$ cat config.mk
export PLATFORM = sky130hd
export DESIGN_NAME = avpg_queue
export DESIGN_NICKNAME = d
export VERILOG_FILES = /design/src/hw/rtl/avpg_pkg.sv /design/src/hw/rtl/avpg_queue.sv
export VERILOG_INCLUDE_DIRS = /design/src /design/src/hw/rtl
export SDC_FILE = /design/constraint.sdc
export NUM_CORES = 1
export LEC_CHECK = 0
export BUFFER_PORTS_ARGS = -buffer_cell sky130_fd_sc_hd__buf_2
export CORE_MARGIN = 2
export CORE_UTILIZATION = 45
export CTS_CLUSTER_SIZE = 16
export DETAILED_ROUTE_END_ITERATION = 6
export GPL_ROUTABILITY_DRIVEN = 0
export REMOVE_ABC_BUFFERS = 1
export SYNTH_ARGS = -nofsm -noshare
export SYNTH_HDL_FRONTEND = slang
export SYNTH_SLANG_ARGS = --single-unit
$ cat constraint.sdc
create_clock -name clk -period 3.2 [get_ports clk]
set_clock_uncertainty 0.2 [all_clocks]
set_input_delay 0.16 -clock clk [delete_from_list [all_inputs] [get_ports clk]]
set_output_delay 0.16 -clock clk [all_outputs]
set_load 0.005 [all_outputs]
$ cat src/hw/rtl/attribute_video_pixel_generator_top_macros.svh
// ----------------------------------------------------------------------------
// Assertion macros for the attribute video pixel generator
// Immediate-implication and next-cycle-implication checks; empty under SYNTH.
// ----------------------------------------------------------------------------
`ifndef ATTRIBUTE_VIDEO_PIXEL_GENERATOR_TOP_MACROS_SVH
`define ATTRIBUTE_VIDEO_PIXEL_GENERATOR_TOP_MACROS_SVH
`ifndef SYNTH
// same-cycle implication
`define AVPG_ASSERT_NOW(lbl, clk, rst, ante, cons, msg) \
  lbl: assert property (@(posedge clk) disable iff (rst) (ante) |-> (cons)) \
    else $error(msg);
// next-cycle implication
`define AVPG_ASSERT_NEXT(lbl, clk, rst, ante, cons, msg) \
  lbl: assert property (@(posedge clk) disable iff (rst) (ante) |=> (cons)) \
    else $error(msg);
`else
`define AVPG_ASSERT_NOW(lbl, clk, rst, ante, cons, msg)
`define AVPG_ASSERT_NEXT(lbl, clk, rst, ante, cons, msg)
`endif
`endif

$ cat src/hw/rtl/avpg_pkg.sv
// ----------------------------------------------------------------------------
// Attribute video pixel generator package
// Field widths, frame timing constants and the queued operation type.
// ----------------------------------------------------------------------------
package avpg_pkg;

  // field widths
  localparam int TS_W     = 17;
  localparam int ADDR_W   = 13;
  localparam int DATA_W   = 8;
  localparam int BORDER_W = 3;
  localparam int COL_W    = 9;
  localparam int ROW_W    = 9;
  localparam int CH_W     = 8;

  // video store layout
  localparam int STORE_SIZE = 6912;
  localparam int ATTR_BASE  = 'h1800;
  localparam int PIC_LINES  = 192;

  // frame timing
  localparam int LINE_TICKS_DEF     = 224;
  localparam int HIDDEN_LINES       = 16;
  localparam int TOP_BORDER_LINES   = 48;
  localparam int ACTIVE_TICKS       = 128;
  localparam int RIGHT_BORDER_TICKS = 24;
  localparam int RETRACE_TICKS      = 48;

  // color levels and attribute bits
  localparam logic [CH_W-1:0] DIM_LEVEL  = 8'hD8;
  localparam logic [CH_W-1:0] FULL_LEVEL = 8'hFF;
  localparam int ATTR_FLASH_BIT  = 7;
  localparam int ATTR_BRIGHT_BIT = 6;

  // request codes
  localparam logic REQ_TICK  = 1'b0;
  localparam logic REQ_WRITE = 1'b1;

  // front-to-back queue depth
  localparam int Q_DEPTH = 4;

  typedef enum logic {
    OP_WRITE,
    OP_PIXELS
  } op_kind_t;

  // one classified operation for the back end
  typedef struct packed {
    op_kind_t              kind;
    logic                  picture;
    logic [COL_W-1:0]      col0;
    logic [ROW_W-1:0]      row;
    logic [BORDER_W-1:0]   border;
    logic                  flash;
    logic [1:0]            sel;
    logic [ADDR_W-1:0]     baddr;
    logic [ADDR_W-1:0]     aaddr;
    logic [ADDR_W-1:0]     waddr;
    logic [DATA_W-1:0]     wdata;
  } op_t;

endpackage

$ cat src/hw/rtl/avpg_queue.sv
// ----------------------------------------------------------------------------
// Attribute video pixel generator operation queue
// Small FIFO of classified operations between front and back ends.
// ----------------------------------------------------------------------------
`include "attribute_video_pixel_generator_top_macros.svh"

module avpg_queue (
  input  logic           clk,
  input  logic           rst,
  input  logic           push_valid,
  output logic           push_ready,
  input  avpg_pkg::op_t  push_op,
  output logic           head_valid,
  output avpg_pkg::op_t  head_op,
  input  logic           pop
);
  import avpg_pkg::*;

  localparam int PTR_W = (Q_DEPTH > 1) ? $clog2(Q_DEPTH) : 1;
  localparam int CNT_W = $clog2(Q_DEPTH + 1);

  op_t              slots [Q_DEPTH];
  logic [PTR_W-1:0] wr_ptr, rd_ptr;
  logic [CNT_W-1:0] count;
  logic             push;

  assign push_ready = (count != CNT_W'(Q_DEPTH));
  assign push       = push_valid && push_ready;
  assign head_valid = (count != '0);
  assign head_op    = slots[rd_ptr];

  // storage
  always_ff @(posedge clk) begin
    if (push) begin
      slots[wr_ptr] <= push_op;
    end
  end

  // pointers and fill count
  always_ff @(posedge clk) begin
    if (rst) begin
      wr_ptr <= '0;
      rd_ptr <= '0;
      count  <= '0;
    end else begin
      if (push) begin
        wr_ptr <= (wr_ptr == PTR_W'(Q_DEPTH - 1)) ? '0 : wr_ptr + 1'b1;
      end
      if (pop) begin
        rd_ptr <= (rd_ptr == PTR_W'(Q_DEPTH - 1)) ? '0 : rd_ptr + 1'b1;
      end
      case ({push, pop})
        2'b10:   count <= count + 1'b1;
        2'b01:   count <= count - 1'b1;
        default: count <= count;
      endcase
    end
  end

  `AVPG_ASSERT_NEXT(a_q_count_up, clk, rst, push && !pop, count == $past(count) + 1'b1, "queue count did not advance on push")

endmodule

# Word level (Yosys, flattened, before mapping)
# Memory sizes are Yosys's and may differ from the RTL's. A register that Yosys moved wholly into a read port is not among the register bits.
# Cells that the tools add are included.
[word_totals]
register_bits = 7
ramBits = 292
input_bits = 77
output_inout_bits = 75
n_memories = 1
[mem_list]
columns = ["name", "words", "width", "rd", "rd_ports_with_merged_regs", "write_ports", "line_no", "source"]
rows = [
  ["slots", 4, 73, 1, 1, 1, "avpg_queue.sv:22", "op_t slots [Q_DEPTH];"],
]
[classes]
n_addsub = 4
eq_ne = 5
muxes = 7
reduce_logical = 3
[op_table]
columns = ["cell", "count"]
rows = [
  ["two-way mux 2 bit", 4],
  ["equality test 2 bit (second input constant)", 3],
  ["case mux 3 bit (2 select lines)", 1],
  ["adder 2 x 1 -> 2 bit (second input constant)", 2],
  ["adder 3 x 1 -> 3 bit (second input constant)", 1],
  ["!= test 3 bit (second input constant)", 1],
  ["nonzero test 3 bit", 1],
  ["subtractor 3 x 1 -> 3 bit (second input constant)", 1],
  ["equality test 2 x 1 -> 1 bit (second input constant)", 1],
  ["two-way mux 1 bit", 2],
  ["nonzero test 2 bit", 1],
  ["logical AND 1 bit", 1],
]

# Longest topological paths before layout
[logic_depth]
depth_word = 4
mapped_depth = 9
depth_no_buf = 8

# Worst setup path after synthesis
# No wires, ideal clock.
[synth_path]
path_type = "flip-flop to flip-flop"
startpoint = "register count[1]"
endpoint = "register count[2]"
setup_time_ps = 70
t_arrival_ps = 2076
slack_ps = 854
path_stages_with_launch = 10
path_buffers = 1
period_less_slack_ps = 2346
path_cell_list = "dfxtp_1 -> or3b_1 -> buf_6 -> nand2_2 -> ha_1 -> inv_1 -> fa_1 -> xor2_1 -> or3_1 -> a21oi_1"
[synth_between]
elab_chain_len = 4
elab_cells_between_ends = 8
cone_classes = "add/sub: 2; eq/ne: 3; mux: 1; reduce/logical: 2"
[synth_lines]
columns = ["element", "line_no", "source"]
rows = [
  ["from (decl)", "avpg_queue.sv:24", "logic [CNT_W-1:0] count;"],
  ["from (signal assigned)", "avpg_queue.sv:53", "2'b10: count <= count + 1'b1;"],
  ["from (signal assigned)", "avpg_queue.sv:54", "2'b01: count <= count - 1'b1;"],
  ["from (signal assigned)", "avpg_queue.sv:55", "default: count <= count;"],
  ["!= test 3 bit *", "avpg_queue.sv:27", "assign push_ready = (count != CNT_W'(Q_DEPTH));"],
  ["named net push_ready", "avpg_queue.sv:11", "output logic push_ready,"],
  ["logical AND 1 bit *", "avpg_queue.sv:28", "assign push = push_valid && push_ready;"],
  ["equality test 2 x 1 -> 1 bit / equality test 2 bit (equally long branches)", "avpg_queue.sv:52", "case ({push, pop})"],
  ["case mux 3 bit (2 select lines) / nonzero test 2 bit (equally long branches)", "-", ""],
]
# Mark *: on every way through the listed nets, which the timed path passes. The rest lies on a longest branch.
# A chain may end at the register's enable or synchronous reset.

==> metrics.txt <==
outcome completed; TritonCTS buffer count 31; crit path kind register to output pin; Resize count post-CTS 0; largest net degree at the start of global routing 41; switch share 0.2141; synth unique cells 24; first-pass GRT wire length 32470 µm; share of layout cells above drive strength 1 0.4099; Clock Pin Slew Worst Setup and Hold Paths about 0.06 ns; vias in the first global route 5805; final critical-path required period ~2.6 ns; Clock power frac 0.376; Initial Util 0.4562; antenna diode count 0; cell family with most CP delay flip-flops; clk root buf clkbuf_16; R2R cell count 8; # clock sinks 301; sequential cell area fraction in the yosys report 0.8113; Post-Route WL 20660 µm; peak fanout along the critical path 21; vias per std cell 5.059; DIE HEIGHT 160.6 µm; pwr/cell area ~650 nW/µm²; CTS H-tree depth 1; # nets final around 770; Worst-Skew Late Latency 0.54 ns; grt ovf 0; P_int around 7.1 mW; Site Rows 57; Worst R2R Start count[2]; Cells after Synth 432; core area 24180 µm²; DRC Markers 0; 1st-pass router iterations 4; Critical Path RT about 2.8 ns; Logic pwr share 0.103; crit start category register; I/O pin total 152; Relative slew margins 0.5504; proportion of synthesized area in mux cells 0.1509; largest family of logic cells by synthesized area multiplexers; asr flop ratio synth 0; area share of xor/xnor cells in the synthesized design 0.001588; Starting DRT DRC Count 340; final worst-path setup slack 0.5669 ns; count of final max-slew check failures 0; Worst Hold Class primary input to register; FF+latch count, synth 301; unrepaired setup endpoints after global routing false; Hold Path Depth 2; multi-input logic area ~1900 µm²; Final period util 0.8228; register area approximately 9000 µm²; die area 25780 µm²; CP Capture Type output pin; ANT nets after route 0; simple-gate share of the synthesized area 0.009416; hold_sp push_op[14]; initial antenna violation count 0; Sw Pwr 1.936 mW; overall power approximately 9 mW; CTS tree yes; Slew @ Worst Pin 0.6744 ns; sequential power share 0.521; WL/cell between 15 and 20 µm; DP Wirelength 12320 µm; Buf+Inv Stages, Crit Path 2; Post-synth EDFFs roughly 290; compound-cell area share of the yosys netlist 0.003403; Fin. Hold Viols 0; Synth Area in Adders 0.008622; worst slack, placed 0.7035 ns; crit-path cells buf_4 > mux4_2 > buf_2; Layout fillers 1763; ys flop type edfxtp_1; WP data arrival 2.27 ns; CTS max path bufs 3; Peak VDD IR slightly below 0.6 mV; CP Depth 3; gr usage total 0.1627; warnings from Yosys 0; max incr delay on CP between 0.6 and 0.7 ns; Pleak approximately 4.8 nW; Setup Viol. Count Final 0; cell area after synthesis 11030 µm²; CP max-delay cell dfxtp_4; Max Freq 0.3798 GHz; Fin Setup TNS 0 ns; Max Cap Viol 0; Die X-Extent 160.6 µm; IO Port Bufs 151; Layout area overhead 26.74%; Via Count 5231; Mean Syn Cell Area ~26 µm²
-- metrics by stage --
| step | utilization | std cells | hold WS [ns] | cell area, µm² |
|---|---|---|---|---|
| 2_1_floorplan | - | 414 | 0.02907 | 10890 |
| 3_3_place_gp | 0.5068 | 903 | 0.1697 | 12250 |
| 3_5_place_dp | 0.5068 | 903 | 0.1764 | 12250 |
| 4_1_cts | 0.5782 | 1034 | 0.1388 | 13980 |
| 5_1_grt | 0.5782 | 1034 | 0.1519 | 13980 |
| 6_report | 0.5782 | 1034 | 0.1650 | 13980 |
-- layout make-up --
type | count | area share
Clock inverter | 17 | 0.01164
Tap cell | 324 | 0.02900
Inverter | 6 | 0.001611
Sequential cell | 301 | 0.6407
Timing Repair Buffer | 241 | 0.1214
Multi-Input combinational cell | 107 | 0.1383
Clock buffer | 38 | 0.05738
-- Yosys cell counts, drive strengths merged (2+ instances only) --
cell    instances  area, µm²
ha              6      75.07
buf            16      132.6
and3            4      30.03
o21ai           2      13.76
or3             3      20.02
xor2            2      17.52
a21oi           3      15.01
clkbuf          2      7.510
inv             6      22.52
mux2i           2      20.02
nor2            5      18.77
dfxtp           9      180.2
mux4           73       1644
edfxtp        292       8768
nand2b          2      12.51
-- kinds of logic after synthesis --
kind of cell               after synthesis
xor gates and xnor gates                 2
adders and majority gates                7
AOI/OAI and AO/OA                        6
DFF                                    301
muxes                                   75
buffers and inverters                   24
and+or+nand+nor                         17
-- flip-flops by register name (all words and copies together), names as in the netlist, named ones only --
signal and flops:
rd_ptr 2, slots 292, wr_ptr 2, count 3
-- placed cells by master, fill, tap and decap left out --
| cell | netlist | routed |
|---|---|---|
| or3_1 | 2 | 2 |
| nand2b_1 | 2 | 2 |
| mux2i_1 | 2 | 2 |
| edfxtp_1 | 292 | 292 |
| clkbuf_1 | 2 | 7 |
| bufinv_16 | 0 | 3 |
| o21ai_2 | 1 | 1 |
| a211o_1 | 1 | 1 |
| buf_4 | 1 | 8 |
| dfxtp_1 | 9 | 7 |
| and3_4 | 0 | 4 |
| o21ai_0 | 1 | 1 |
| clkinv_2 | 0 | 7 |
| clkinvlp_4 | 0 | 3 |
| clkbuf_16 | 0 | 31 |
| xor2_1 | 2 | 2 |
| mux4_2 | 73 | 73 |
| or3_2 | 1 | 1 |
| buf_2 | 7 | 151 |
| a21oi_1 | 3 | 3 |
| inv_1 | 6 | 6 |
| nand2_2 | 1 | 1 |
| nor2_1 | 5 | 5 |
| buf_12 | 0 | 6 |
| nor3b_1 | 1 | 1 |
| clkinv_1 | 0 | 4 |
| ha_1 | 6 | 6 |
| or3b_1 | 1 | 1 |
| dlygate4sd3_1 | 0 | 76 |
| fa_1 | 1 | 1 |
| dfxtp_4 | 0 | 2 |
-- final timing paths --
path / to / slack (ns)
setup / recovery: head_op[9] / 0.57
hold / removal: slots[1][14] / 0.16
setup reg to reg: count[2] / 0.64
hold reg to reg: register / 0.34
-- power by group through the flow --
stage          Sequential [mW]  Clock (mW)  Combinational (mW)
2_1_floorplan             4.80           0               0.441
3_3_place_gp              4.78           0               0.861
3_5_place_dp              4.80           0               0.878
4_1_cts                   4.71        3.49               0.960
5_1_grt                   4.73        3.65                1.02
6_report                  4.71        3.40               0.934
-- metal layers --
layer / share of wire / global-route usage
met1: 0.42 / 0.2154
met2: 0.49 / 0.2725
met3: 0.064 / 0.03900
met4: 0.026 / 0.04586
met5: 0 / 0
-- what timing repair did --
item	in CTS	in global routing
hold buffers	76	0
endpoints found under the hold margin	301	0
buffers inserted	0	0
Note: power is estimated with default switching activity, not from simulation.
