File: src/hw/rtl/attribute_video_pixel_generator_top_macros.svh
// ----------------------------------------------------------------------------
// Assertion macros for the attribute video pixel generator
// Immediate-implication and next-cycle-implication checks; empty under SYNTH.
// ----------------------------------------------------------------------------
`ifndef ATTRIBUTE_VIDEO_PIXEL_GENERATOR_TOP_MACROS_SVH
`define ATTRIBUTE_VIDEO_PIXEL_GENERATOR_TOP_MACROS_SVH
`ifndef SYNTH
// same-cycle implication
`define AVPG_ASSERT_NOW(lbl, clk, rst, ante, cons, msg) \
  lbl: assert property (@(posedge clk) disable iff (rst) (ante) |-> (cons)) \
    else $error(msg);
// next-cycle implication
`define AVPG_ASSERT_NEXT(lbl, clk, rst, ante, cons, msg) \
  lbl: assert property (@(posedge clk) disable iff (rst) (ante) |=> (cons)) \
    else $error(msg);
`else
`define AVPG_ASSERT_NOW(lbl, clk, rst, ante, cons, msg)
`define AVPG_ASSERT_NEXT(lbl, clk, rst, ante, cons, msg)
`endif
`endif

File: src/hw/rtl/avpg_pkg.sv
// ----------------------------------------------------------------------------
// Attribute video pixel generator package
// Field widths, frame timing constants and the queued operation type.
// ----------------------------------------------------------------------------
package avpg_pkg;

  // field widths
  localparam int TS_W     = 17;
  localparam int ADDR_W   = 13;
  localparam int DATA_W   = 8;
  localparam int BORDER_W = 3;
  localparam int COL_W    = 9;
  localparam int ROW_W    = 9;
  localparam int CH_W     = 8;

  // video store layout
  localparam int STORE_SIZE = 6912;
  localparam int ATTR_BASE  = 'h1800;
  localparam int PIC_LINES  = 192;

  // frame timing
  localparam int LINE_TICKS_DEF     = 224;
  localparam int HIDDEN_LINES       = 16;
  localparam int TOP_BORDER_LINES   = 48;
  localparam int ACTIVE_TICKS       = 128;
  localparam int RIGHT_BORDER_TICKS = 24;
  localparam int RETRACE_TICKS      = 48;

  // color levels and attribute bits
  localparam logic [CH_W-1:0] DIM_LEVEL  = 8'hD8;
  localparam logic [CH_W-1:0] FULL_LEVEL = 8'hFF;
  localparam int ATTR_FLASH_BIT  = 7;
  localparam int ATTR_BRIGHT_BIT = 6;

  // request codes
  localparam logic REQ_TICK  = 1'b0;
  localparam logic REQ_WRITE = 1'b1;

  // front-to-back queue depth
  localparam int Q_DEPTH = 4;

  typedef enum logic {
    OP_WRITE,
    OP_PIXELS
  } op_kind_t;

  // one classified operation for the back end
  typedef struct packed {
    op_kind_t              kind;
    logic                  picture;
    logic [COL_W-1:0]      col0;
    logic [ROW_W-1:0]      row;
    logic [BORDER_W-1:0]   border;
    logic                  flash;
    logic [1:0]            sel;
    logic [ADDR_W-1:0]     baddr;
    logic [ADDR_W-1:0]     aaddr;
    logic [ADDR_W-1:0]     waddr;
    logic [DATA_W-1:0]     wdata;
  } op_t;

endpackage

File: src/hw/rtl/avpg_front.sv
// ----------------------------------------------------------------------------
// Attribute video pixel generator front end
// Splits the T-state into line and offset, classifies the tick and builds
// store addresses; write requests pass through in order.
// ----------------------------------------------------------------------------
`include "attribute_video_pixel_generator_top_macros.svh"

module avpg_front #(
  parameter int LINE_TICKS = avpg_pkg::LINE_TICKS_DEF
) (
  input  logic                            clk,
  input  logic                            rst,
  input  logic                            hold,
  input  logic                            in_valid,
  output logic                            in_ready,
  input  logic                            req_type,
  input  logic [avpg_pkg::TS_W-1:0]       tstate,
  input  logic                            flash_on,
  input  logic [avpg_pkg::BORDER_W-1:0]   border_color,
  input  logic [avpg_pkg::ADDR_W-1:0]     store_address,
  input  logic [avpg_pkg::DATA_W-1:0]     store_data,
  output logic                            push_valid,
  input  logic                            push_ready,
  output avpg_pkg::op_t                   push_op
);
  import avpg_pkg::*;

  localparam int LINE_W   = $clog2(((1 << TS_W) - 1) / LINE_TICKS + 1);
  localparam int OFFS_W   = $clog2(LINE_TICKS);
  localparam int LT_W     = $clog2(LINE_TICKS + 1);
  localparam int RECIP_SH = 28;
  localparam int RECIP    = ((1 << RECIP_SH) + LINE_TICKS - 1) / LINE_TICKS;
  localparam int RECIP_W  = $clog2(RECIP + 1);
  localparam int PROD_W   = TS_W + RECIP_W + 1;
  localparam logic [RECIP_W-1:0] RECIP_C = RECIP_W'(RECIP);
  localparam logic [LT_W-1:0]    LINE_C  = LT_W'(LINE_TICKS);

  localparam int BLANK_START = ACTIVE_TICKS + RIGHT_BORDER_TICKS;
  localparam int LEFT_START  = BLANK_START + RETRACE_TICKS;
  localparam int LEFT_TICKS  = (LINE_TICKS > LEFT_START) ? LINE_TICKS - LEFT_START : 0;
  localparam int PIC_END     = TOP_BORDER_LINES + PIC_LINES;
  localparam logic [COL_W-1:0] MAIN_BASE = COL_W'(2 * LEFT_TICKS);
  localparam logic [COL_W-1:0] WRAP_BASE = COL_W'(-2 * LEFT_START);

  typedef struct packed {
    logic                req;
    logic [TS_W-1:0]     ts;
    logic                flash;
    logic [BORDER_W-1:0] border;
    logic [ADDR_W-1:0]   addr;
    logic [DATA_W-1:0]   data;
  } fitem_t;

  fitem_t              in_item, s1, s2, s3;
  logic                s1v, s2v, s3v;
  logic                advance, accept, s3_emit;
  logic [PROD_W-1:0]   s1_prod;
  logic [LINE_W-1:0]   est_line, s2_line, s3_line, scan;
  logic [TS_W-1:0]     s2_qprod, rem;
  logic                rem_fix;
  logic [OFFS_W-1:0]   s3_offs;
  logic                hidden, retrace, wrap, picture;
  logic [7:0]          yy;
  logic [6:0]          pic_x;

  // handshake: the whole pipe stalls when the last stage cannot push
  assign advance  = !s3v || !s3_emit || push_ready;
  assign in_ready = advance && !hold;
  assign accept   = in_valid && in_ready;

  always_comb begin
    in_item.req    = req_type;
    in_item.ts     = tstate;
    in_item.flash  = flash_on;
    in_item.border = border_color;
    in_item.addr   = store_address;
    in_item.data   = store_data;
  end

  // line estimate from reciprocal product, then remainder with one correction
  assign est_line = s1_prod[RECIP_SH +: LINE_W];
  assign rem      = s2.ts - s2_qprod;
  assign rem_fix  = (rem >= TS_W'(LINE_TICKS));

  // stage valid bits
  always_ff @(posedge clk) begin
    if (rst) begin
      s1v <= 1'b0;
      s2v <= 1'b0;
      s3v <= 1'b0;
    end else if (advance) begin
      s1v <= accept;
      s2v <= s1v;
      s3v <= s2v;
    end
  end

  // stage payload
  always_ff @(posedge clk) begin
    if (advance) begin
      s1       <= in_item;
      s1_prod  <= PROD_W'(tstate) * PROD_W'(RECIP_C);
      s2       <= s1;
      s2_line  <= est_line;
      s2_qprod <= TS_W'(est_line) * TS_W'(LINE_C);
      s3       <= s2;
      s3_line  <= rem_fix ? s2_line + 1'b1 : s2_line;
      s3_offs  <= rem_fix ? OFFS_W'(rem - TS_W'(LINE_TICKS)) : OFFS_W'(rem);
    end
  end

  // classify the tick and build the operation
  always_comb begin
    scan    = s3_line - LINE_W'(HIDDEN_LINES);
    hidden  = (s3_line < LINE_W'(HIDDEN_LINES));
    retrace = (s3_offs >= BLANK_START) && (s3_offs < LEFT_START);
    wrap    = (s3_offs >= LEFT_START);
    picture = (s3_offs < ACTIVE_TICKS) && (scan >= TOP_BORDER_LINES) && (scan < PIC_END);
    yy      = 8'(scan - LINE_W'(TOP_BORDER_LINES));
    pic_x   = 7'(s3_offs);

    push_op.kind    = (s3.req == REQ_WRITE) ? OP_WRITE : OP_PIXELS;
    push_op.picture = picture;
    push_op.col0    = (wrap ? WRAP_BASE : MAIN_BASE) + COL_W'({s3_offs, 1'b0});
    push_op.row     = ROW_W'(scan);
    push_op.border  = s3.border;
    push_op.flash   = s3.flash;
    push_op.sel     = pic_x[1:0];
    // interleaved bitmap address: third, char row, pixel row swapped
    push_op.baddr   = {yy[7:6], yy[2:0], yy[5:3], pic_x[6:2]};
    push_op.aaddr   = ADDR_W'(ATTR_BASE) + ADDR_W'({yy[7:3], pic_x[6:2]});
    push_op.waddr   = s3.addr;
    push_op.wdata   = s3.data;

    s3_emit    = (s3.req == REQ_WRITE) || (!hidden && !retrace);
    push_valid = s3v && s3_emit;
  end

  `AVPG_ASSERT_NOW(a_front_offs_range, clk, rst, s3v && (s3.req == REQ_TICK), s3_offs < LINE_TICKS, "line offset out of range")
  `AVPG_ASSERT_NEXT(a_front_stall_hold, clk, rst, s3v && !advance, s3v && $stable(s3_offs) && $stable(s3_line), "front stage changed while stalled")

endmodule

File: config.mk
export PLATFORM = sky130hd
export DESIGN_NAME = avpg_front
export DESIGN_NICKNAME = d
export VERILOG_FILES = /design/src/hw/rtl/avpg_pkg.sv /design/src/hw/rtl/avpg_front.sv
export VERILOG_INCLUDE_DIRS = /design/src /design/src/hw/rtl
export SDC_FILE = /design/constraint.sdc
export NUM_CORES = 1
export LEC_CHECK = 0
export BUFFER_PORTS_ARGS = -buffer_cell sky130_fd_sc_hd__buf_2
export CAP_MARGIN = 15
export CORE_ASPECT_RATIO = 0.5
export CORE_MARGIN = 3
export CORE_UTILIZATION = 55
export DETAILED_ROUTE_END_ITERATION = 7
export GPL_TIMING_DRIVEN = 0
export HOLD_SLACK_MARGIN = 0.03
export PLACE_DENSITY = 0.82
export SYNTH_ARGS = -nofsm -noshare
export SYNTH_HDL_FRONTEND = slang
export SYNTH_SLANG_ARGS = --single-unit
File: constraint.sdc
create_clock -name clk -period 9.4 [get_ports clk]
set_input_delay 0.47 -clock clk [delete_from_list [all_inputs] [get_ports clk]]
set_output_delay 0.47 -clock clk [all_outputs]
set_load 0.01 [all_outputs]
* Word level (Yosys, flattened, before mapping)
Index checks and enable logic that the tools add are counted.
** Operators by class
- Order comparisons :: 8
- $add $sub $neg :: 7
- Reduce and logical (&&, ||, !) cells :: 15
- Muxes and demuxes :: 4
- Multiply operators :: 2
** Operator list (number)
- $mul 17x21->38 const B :: 1
- $ge 17x8->1 const B :: 1
- $sub 17x17->17 :: 1
- $ge 8x8->1 const B :: 2
- $lt 8x8->1 const B :: 2
- $add 12x11->13 const A :: 1
- $mul 10x3->12 const B :: 1
- $add 10x1->10 const B :: 1
- $ge 10x6->1 const B :: 1
- $lt 10x5->1 const B :: 1
- $lt 10x8->1 const B :: 1
- $mux 10 :: 1
- $sub 10x5->10 const B :: 1
- $add 7x9->9 :: 1
- $mux 8 :: 1
- $sub 8x6->8 const B :: 1
- $sub 8x8->8 const B :: 1
- $logic_and 1x1->1 :: 7
- $mux 7 :: 1
- $logic_not 1->1 :: 5
- $logic_or 1x1->1 :: 3
- $mux 1 :: 1
** Storage, ports and cells
- Word-level logic and storage cells :: 61
- Register bits :: 193
- Input bits :: 48

* Logic depth before layout (Yosys ltp)
- Depth in word-level cells :: 10
- Gate-level depth with buffers :: 19
- Gate-level depth less buffers :: 19

* Least setup slack after synthesis
OpenSTA, ideal clock, no wires.
- Path kind :: register -> output
- From :: register s3_line[4]
- To :: output in_ready
- Data arrival time :: 6.371 ns
- Stages on the path, launching flop included :: 10
- Data required time :: 8.930 ns
- Path slack :: 2.559 ns
- Cell sequence :: edfxtp_1 -> inv_1 -> ha_1 -> nand2_1 -> nor3_1 -> a31oi_1 -> o21ai_0 -> or2_2 -> clkbuf_1 -> nor2b_1
** Between the ends
- Cells in the longest elaborated chain, start to end :: 8
** RTL lines
- from (decl) :: line avpg_front.sv:58 : logic [LINE_W-1:0] est_line, s2_line, s3_line, scan;
- from (signal assigned) :: line avpg_front.sv:107 : s3_line <= rem_fix ? s2_line + 1'b1 : s2_line;
- $lt 10x5->1 :: line avpg_front.sv:115 : hidden = (s3_line < LINE_W'(HIDDEN_LINES));
- $logic_not 1->1 :: line avpg_front.sv:135 : s3_emit = (s3.req == REQ_WRITE) || (!hidden && !retrace);
- $logic_and 1x1->1 :: line avpg_front.sv:135
- $logic_or 1x1->1 :: line avpg_front.sv:135
- $logic_not 1->1 :: line avpg_front.sv:67 : assign advance = !s3v || !s3_emit || push_ready;
- $logic_or 1x1->1 (2 in a row) :: line avpg_front.sv:67
- $logic_and 1x1->1 :: line avpg_front.sv:68 : assign in_ready = advance && !hold;
- to (decl) :: line avpg_front.sv:15 : output logic in_ready,
Every way passes these cells.

* Final worst setup path
- From :: input tstate[14] in the netlist's numbering
- To :: register s1_prod[35] (data pin)
** Between the ends
- Cells in the longest elaborated chain, start to end :: 1
** RTL lines
- from (decl) :: line avpg_front.sv:17 : input logic [avpg_pkg::TS_W-1:0] tstate,
- $mul 17x21->38 :: line avpg_front.sv:102 : s1_prod <= PROD_W'(tstate) * PROD_W'(RECIP_C);
- to (signal assigned) :: line avpg_front.sv:102
- to (decl) :: line avpg_front.sv:57 : logic [PROD_W-1:0] s1_prod;
Every way passes these cells.
A chain may end at the register's enable or synchronous reset.

==> results.yml <==
clock_tree:
  clockBufferDepth: 2
  tritoncts: "yes"
  cts_sinks: 164
  clkLatencyLatePin_ns: 0.41
  cts_made_buffers: 17
  root_buffer: "clkbuf_16"
  cts_setup_buffers: 0
  cts.clk_slew.worst_paths_ns: 0.06
  post_cts_resized: 0
  holdBufCountCts: 0
  cts.htree.levels: 4
logic_synthesis:
  syn_area_per_cell_um2: 12.7
  synth_top_family_by_area: "adder cells"
  synthMuxAreaShare: 0.00465
  synth_compound_area_frac: 0.0752
  synth-main-ff-cell: "edfxtp_1"
  ys_ff_latch: 164
  synth_edf_count: 161
  synthXorXnorAreaFrac: 0.0317
  synth_area_um2: 10800
  yosys.area_share.simple: 0.0512
  yosysTopAreaCell: "edfxtp_1"
  synthAdderAreaFrac: 0.293
  async_flop_share: 0
  synthesis.instances: 850
  synth_cell_type_count: 54
  yosysWarnings: 0
  synth_area_leaders: "edfxtp_1 (45%), ha_1 (17%), fa_1 (12%)"
  yosysTopAreaCellShare: 0.449
  ys_seq_area_frac: 0.454
global_route:
  grt_pass1_wl_um: 32700
  grt_max_degree: 64
  grt_pass1_vias: 6809
  grt_usage: 0.194
  grt_overflow_total: 0
  grt_antenna_before_repair: 0
floorplan:
  rows: 35
  ios: 123
  die_w_um: 204
  start_util: 0.573
  core-area_um2: 18800
  die_area_um2: 21400
  fp.dieH_um: 105
pwr:
  max-vdd-ir-drop_mv: 0.159
  p_leak_nw: 5.85
  power.switching_mw: 1.54
  combinationalPowerShare: 0.540
  p_int_mw: 2.34
  power_frac_clock: 0.171
  seqPwrFrac: 0.288
  p_sw_frac: 0.397
  cellPowerDensity_nw_per_um2: 315
sta:
  final_max_slew_viol_count: 0
  fin_skew_ns: 0.00749
  setup_violations: 0
  hold_viol: 0
  fin_tns_setup_ns: 0
  period_needed_ns: 6.02
  post-route-period-util: 0.640
  worstMarginPinSlew_ns: 0.967
  timing.fmax_mhz: 166
  rsz0062_at_grt: "no"
  slew_headroom: 0.339
finish:
  layout_common_cells: "edfxtp_1 (161), ha_1 (147), inv_1 (132)"
  final_common_cell: "edfxtp_1"
  fin_util: 0.656
  num-fill-cells: 1303
  layout.nets: 1252
  n_antenna_cell: 0
  syn_to_final_growth_pct: 14.4
  drive_gt1_frac: 0.219
routing:
  first_iter_violations: 464
  vias: 6535
  drt-wirelength-per-cell_um: 15.5
  drc: 0
  ant_nets: 0
  wl_um: 19600
  via_per_inst: 5.17
  drtPass1Iterations: 7
critical_path:
  critPathRequiredTime_ns: 9.56
  start_kind: "primary input"
  cp.arrival_ns: 6.18
  r2r-start: "s2_line[0]"
  r2r_cells: 11
  end_kind: "flop"
  r2r_end: "s3_line[1]"
  critPathMaxFanout: 5
  path_class: "primary input to flop"
  critPathCapture: "s1_prod[35]"
  rrSetupSlack_ns: 5.57
  critPathLaunch: "tstate[14]"
placement:
  place.gp.congestion: 0.892
  io_buffers: 118
  hpwl_um: 15900
hold_path:
  hold_start: "store_data[5]"
  hp-class: "primary input to flop"
run_status:
  status: "completed"
flow_run:
  max-cap-violations: 0
## state kept, by name, indices dropped and copies added, names as in the netlist
signal / flops
push_op: 25
s2_line: 10
s3_offs: 8
s3: 1
s1: 43
s1_prod: 10
s1v: 1
s2: 43
s3_line: 10
s2_qprod: 11
s2v: 1
s3v: 1
## kinds of logic after synthesis
kind of cell / after synthesis
fa+ha+maj: 213
buf+inv: 195
flops: 164
compound gates: 125
simple gates: 108
xor+xnor: 39
mux: 4
other cells: 2
## worst max-delay path, cell delays in order
cell and delay, ns:
buf_2 0.15, ha_1 0.30, ha_1 0.31, fa_1 0.52, inv_1 0.06, fa_1 0.50
inv_1 0.05, fa_1 0.59, fa_1 0.44, ha_1 0.34, and4_1 0.22, and2_1 0.18
a211oi_1 0.20, o21ai_0 0.26, a2111oi_0 0.95, nor3_1 0.16, o41ai_1 0.37, xnor2_1 0.12
## layout make-up
type | count | area [um^2] | area share
flip-flops and latches | 164 | 4890 | 0.397
repair buffers | 120 | 638 | 0.0518
inverters | 132 | 495 | 0.0402
well taps | 259 | 324 | 0.0263
clock inverters | 13 | 149 | 0.0121
plain buffers | 63 | 463 | 0.0376
clock buffers | 19 | 433 | 0.0351
multi-input cells | 493 | 4930 | 0.400
## per-stage QoR
stage / total power, mW / setup WS [ns] / hold slack (ns) / cells / cell area, um^2
6_report: 3.89 / 3.38 / 0.230 / 1263 / 12300
5_1_grt: 4.21 / 3.20 / 0.205 / 1263 / 12300
4_1_cts: 3.90 / 3.46 / 0.212 / 1263 / 12300
3_5_place_dp: 3.19 / 3.05 / 0.405 / 1231 / 11700
3_3_place_gp: 3.08 / 0.829 / 0.401 / 1229 / 11700
2_1_floorplan: 2.63 / 2.56 / 0.400 / 852 / 10800
## per-layer routing
metal / part of all wire / track usage / vias up
met5: 0 / 0 / -
met4: 0.024 / 0.0707 / 0
met3: 0.048 / 0.0370 / 35
met2: 0.49 / 0.334 / 172
met1: 0.44 / 0.246 / 3109
li1: - / - / 3219
## cell usage after synthesis, drive strengths merged (3+ instances only)
master and count:
edfxtp 161, or2 3, xor2 13, a211oi 4, nand4 7, nor4b 3, nand3 11, ha 147
fa 66, o22ai 3, o2111ai 3, nand2b 3, o21a 4, a31oi 3, inv 132, and3 3
dfxtp 3, o211ai 4, nor2b 8, nor3 10, nand2 20, a21oi 33, nor2 29, a31o 3
xnor2 26, buf 60, o21ai 28, clkbuf 3, a21o 19, and4 3
## power groups by stage
stage / Combinational, mW / Clock (mW) / Sequential, mW
final: 2.10 / 0.665 / 1.12
after global routing: 2.36 / 0.709 / 1.14
after CTS: 2.10 / 0.679 / 1.12
after detailed placement: 2.06 / 0 / 1.14
after global placement: 1.95 / 0 / 1.13
after floorplan: 1.53 / 0 / 1.10
## worst min path at each step
stage	endpoint	slack, ns	cells after the start
after CTS	s1[24]	0.21	1
after detailed placement	push_op[11]	0.40	0
after global routing	s1[5]	0.21	1
after global placement	s2[29]	0.40	0
after floorplan	push_op[0]	0.40	0
final	s1[5]	0.23	1
Note: power is estimated with default switching activity, not from simulation.
